==> config.mk <==
export PLATFORM = sky130hd
export DESIGN_NAME = ssd_ctrl
export DESIGN_NICKNAME = d
export VERILOG_FILES = /design/src/rtl/core/ssd_pkg.sv /design/src/rtl/core/ssd_ctrl.sv
export SDC_FILE = /design/constraint.sdc
export NUM_CORES = 1
export LEC_CHECK = 0
export BUFFER_PORTS_ARGS = -buffer_cell sky130_fd_sc_hd__buf_2
export CAP_MARGIN = 30
export CORE_AREA = 2 2 39 41
export CTS_CLUSTER_DIAMETER = 30
export DETAILED_ROUTE_END_ITERATION = 10
export DIE_AREA = 0 0 41 43
export SLEW_MARGIN = 20
export SYNTH_ARGS = -nofsm -noshare
export SYNTH_HDL_FRONTEND = slang
export SYNTH_SLANG_ARGS = --single-unit
==> constraint.sdc <==
create_clock -name clk -period 1.5 [get_ports clk]
set_input_delay 0.225 -clock clk [delete_from_list [all_inputs] [get_ports clk]]
set_output_delay 0.225 -clock clk [all_outputs]
set_load 0.03 [all_outputs]
==> src/rtl/core/ssd_pkg.sv <==
// Shared types, codes and constants for the sparse squared distance block.
package ssd_pkg;

  // Operation codes carried in the input tuser field.
  localparam logic [1:0] OP_LOAD_A  = 2'd0;
  localparam logic [1:0] OP_LOAD_B  = 2'd1;
  localparam logic [1:0] OP_COMPUTE = 2'd2;

  // Default sizing handed to the top level.
  localparam int DEF_MAX_ENTRIES = 256;
  localparam int DEF_INDEX_BITS  = 16;

  // Fixed field widths.
  localparam int OP_W    = 2;
  localparam int IDX_IN_W = 16;
  localparam int VALUE_W = 24;
  localparam int DIFF_W  = VALUE_W + 1;
  localparam int SQ_W    = 2 * DIFF_W;
  localparam int DIST_W  = 58;
  localparam int IN_DATA_W  = 40;
  localparam int OUT_DATA_W = 64;

  // Sequencer states.
  typedef enum logic [1:0] {
    ST_IDLE,
    ST_CHOOSE,
    ST_WAIT,
    ST_FINISH
  } state_t;

  // Commands from the controller to the datapath.
  typedef struct packed {
    logic wr_a;
    logic wr_b;
    logic step;
    logic finish;
  } cmd_t;

  // Status from the datapath to the controller.
  typedef struct packed {
    logic walk_done;
    logic out_free;
  } status_t;

endpackage

==> src/rtl/core/ssd_ctrl.sv <==
// Controller state machine: request handshake and merge-walk sequencing.
module ssd_ctrl
  import ssd_pkg::*;
(
  input  logic             clk,
  input  logic             rst,
  input  logic             s_tvalid,
  input  logic [OP_W-1:0]  op,
  input  status_t          status,
  output logic             s_tready,
  output cmd_t             cmd
);

  state_t state;
  state_t state_next;
  logic   accept;

  // State register.
  always_ff @(posedge clk) begin
    if (rst) begin
      state <= ST_IDLE;
    end else begin
      state <= state_next;
    end
  end

  // Requests are taken only in idle; a compute request also needs a free output.
  assign s_tready = (state == ST_IDLE) && ((op != OP_COMPUTE) || status.out_free);
  assign accept   = s_tvalid && s_tready;

  // Next state.
  always_comb begin
    state_next = state;
    case (state)
      ST_IDLE: begin
        if (accept && (op == OP_COMPUTE)) begin
          state_next = ST_CHOOSE;
        end
      end
      ST_CHOOSE: begin
        if (status.walk_done) begin
          state_next = ST_FINISH;
        end else begin
          state_next = ST_WAIT;
        end
      end
      ST_WAIT:   state_next = ST_CHOOSE;
      ST_FINISH: state_next = ST_IDLE;
      default:   state_next = ST_IDLE;
    endcase
  end

  // Commands.
  always_comb begin
    cmd = '0;
    case (state)
      ST_IDLE: begin
        cmd.wr_a = accept && (op == OP_LOAD_A);
        cmd.wr_b = accept && (op == OP_LOAD_B);
      end
      ST_CHOOSE: cmd.step   = !status.walk_done;
      ST_FINISH: cmd.finish = 1'b1;
      default:   cmd = '0;
    endcase
  end

  // A step is never issued once both stores are used up.
  a_step_live: assert property (@(posedge clk) disable iff (rst)
    cmd.step |-> !status.walk_done)
    else $error("step issued after walk finished");

  // Every walk step is followed by the wait state for the store read.
  a_step_wait: assert property (@(posedge clk) disable iff (rst)
    cmd.step |=> (state == ST_WAIT))
    else $error("step not followed by wait");

  // A compute request leads straight into the walk.
  a_start: assert property (@(posedge clk) disable iff (rst)
    (accept && (op == OP_COMPUTE)) |=> (state == ST_CHOOSE))
    else $error("compute request did not start the walk");

endmodule

==> impl_metrics.toml <==
[status]
outcome = "finished, final reports clean"

[worst_setup_path]
critPathMaxFanout = 6
regToRegEndpoint = "state[0]$_SDFFE_PP0P_"
setup.worst_path.start = "state[0]$_SDFFE_PP0P_"
cp.arrival_ns = 1.16
cp-end-kind = "output pin"
r2r-start = "state[0]$_SDFFE_PP0P_"
worstPathRequired_ns = 1.27
r2r_cells = 2
startpoint_type = "flop"
reg2reg_slack_ns = 0.55
path_class = "flop to output pin"

[logic_synthesis]
synth_cell_types = 11
synth-seq-cells = 2
ys_seq_area_share_pct = 30.5
netlist_instances = 16
yosysWarnings = 0
synth.avg_cell_area_um2 = 8.21
synthesis.area_um2 = 131
synth_fp_nets = 23

[placed_design]
portBuffers = 11
post-place-ws_ns = 0.360
place_hpwl_um = 259
place_congestion = 0.598

[hold_path]
worstHoldPathCells = 2
hold_class = "primary input to flop"
hold_path_end = "state[0]$_SDFFE_PP0P_"
worstHoldStart = "rst"

[die]
start_util_pct = 9.49
rows = 14
die_w_um = 41
top_level_ports = 12
die-area_um2 = 1760
coreArea_um2 = 1380
die_h_um = 43

[layout]
area_growth_pct = 74.3
fin_nets = 39
largest_reg_flops = 2
largestRegisters = "state (2)"
final_cell_mix = "buf_2, nand2b_1, nor2_1, clkbuf_4, dfxtp_1"
layout_commonest_cell = "buf_2"
num-fill-cells = 156
diodes = 0
drive_gt1_share_pct = 53.3
regMostFlops = "state"

[grt]
grt_use_total_pct = 5.11
antenna_found_initial = 0
grt_pass1_vias = 137
grt_first_pass_wirelength_um = 517
grt_max_degree = 7
gr-total-overflow = 0

[cts]
cts_root_buf = "clkbuf_4"
cts_tree = "done"
clock_latency_ns = 0.22
cts_resized = 0
cts_sinks = 2
htree_num_levels = 1
clk_pin_slew_ns = 0.03
cts_buffers = 3
cts_max_path_buffers = 2
hold_buffers = 0
post_cts_buffers = 0

[sta]
finClkSkew_ns = 0.00170
fmax_ghz = 0.724
fin_ws_ns = 0.119
finalCritPeriodShare_pct = 92.1
drv_slew = 0
tns_ns = 0
hold_viol = 0
worst_pin_slew_ns = 0.163
rsz0062_at_grt = "no"
maxSlewHeadroom_pct = 89.1
period_minus_slack_ns = 1.38
setup_viol = 0

[power]
p_per_area_nw_per_um2 = 939
ir_worst_vdd_mv = 0.171
power_leakage_nw = 0.106

[drt]
drcViolationCount = 0
first_pass_iters = 4
initialDrtViolationCount = 9
drt_wl_total_um = 333
vias = 159
vias_per_cell = 3.46
wl_per_cell_um = 7.24
ant_nets = 0

[job]
max_cap_viol_count = 0
synthesized netlist by cell type:
| cell | instances | area share (%) |
|---|---|---|
| and2_1 | 1 | 4.8 |
| nor2_1 | 3 | 8.6 |
| and4b_2 | 1 | 8.6 |
| dfxtp_1 | 2 | 30 |
| nand2_1 | 1 | 2.9 |
| or3_1 | 1 | 4.8 |
| nand3b_1 | 1 | 5.7 |
| o21a_1 | 1 | 5.7 |
| and4bb_2 | 1 | 9.5 |
| nand2b_1 | 3 | 14 |
| a31oi_1 | 1 | 4.8 |
critical path: stages, from the launching register on:
cell	delay [ns]
dfxtp_1	0.33
nor2_1	0.18
and4b_2	0.23
buf_2	0.19
final cells by class:
| class | instances | area [µm²] | area share (%) |
|---|---|---|---|
| tap | 16 | 20.0 | 8.74 |
| clock buffer | 3 | 22.5 | 9.84 |
| timing repair buffer | 11 | 55.1 | 24.0 |
| multi-input combinational | 14 | 91.3 | 39.9 |
| sequential | 2 | 40.0 | 17.5 |
how the worst max path moves through the flow:
stage	cells after the start	to	slack, ns
6_report	3	cmd[2]	0.12
5_1_grt	3	cmd[2]	0.03
4_1_cts	3	cmd[2]	0.11
3_5_place_dp	3	cmd[3]	0.36
3_3_place_gp	3	cmd[2]	0.37
2_1_floorplan	2	cmd[1]	0.41
routing by layer:
| metal | track usage (%) | part of all wire [%] | up-vias | wire length, µm |
|---|---|---|---|---|
| met3 | 3.14 | 13 | 0 | 43 |
| li1 | - | - | 86 | - |
| met1 | 6.05 | 53 | 60 | 176 |
| met4 | 8.00 | 0 | 0 | 0 |
| met2 | 4.38 | 34 | 13 | 113 |
| met5 | 0 | 0 | - | 0 |
cell families after synthesis:
group,count (synthesis),share of synthesized area [%]
simple gates,12,59.1
flops,2,30.5
compound gates,2,10.5
where the power goes:
group	total [mW]	switching, mW	leakage [nW]	internal (mW)
clock network	0.120	0.0312	0.0138	0.0883
registers	0.0574	0.00202	0.0162	0.0553
logic	0.0380	0.0214	0.0764	0.0166
total	0.215	0.0547	0.106	0.160
through the flow:
stage	cells	power, mW	hold WS, ns	utilization [%]	instance area [µm²]
after detailed placement	43	0.0962	0.408	14.9	206
after CTS	46	0.227	0.166	16.5	229
after floorplan	16	0.0800	0.294	-	131
after global routing	46	0.237	0.175	16.5	229
final	46	0.215	0.174	16.5	229
after global placement	43	0.0959	0.406	14.9	206
Power figures use the tool's default switching activity.
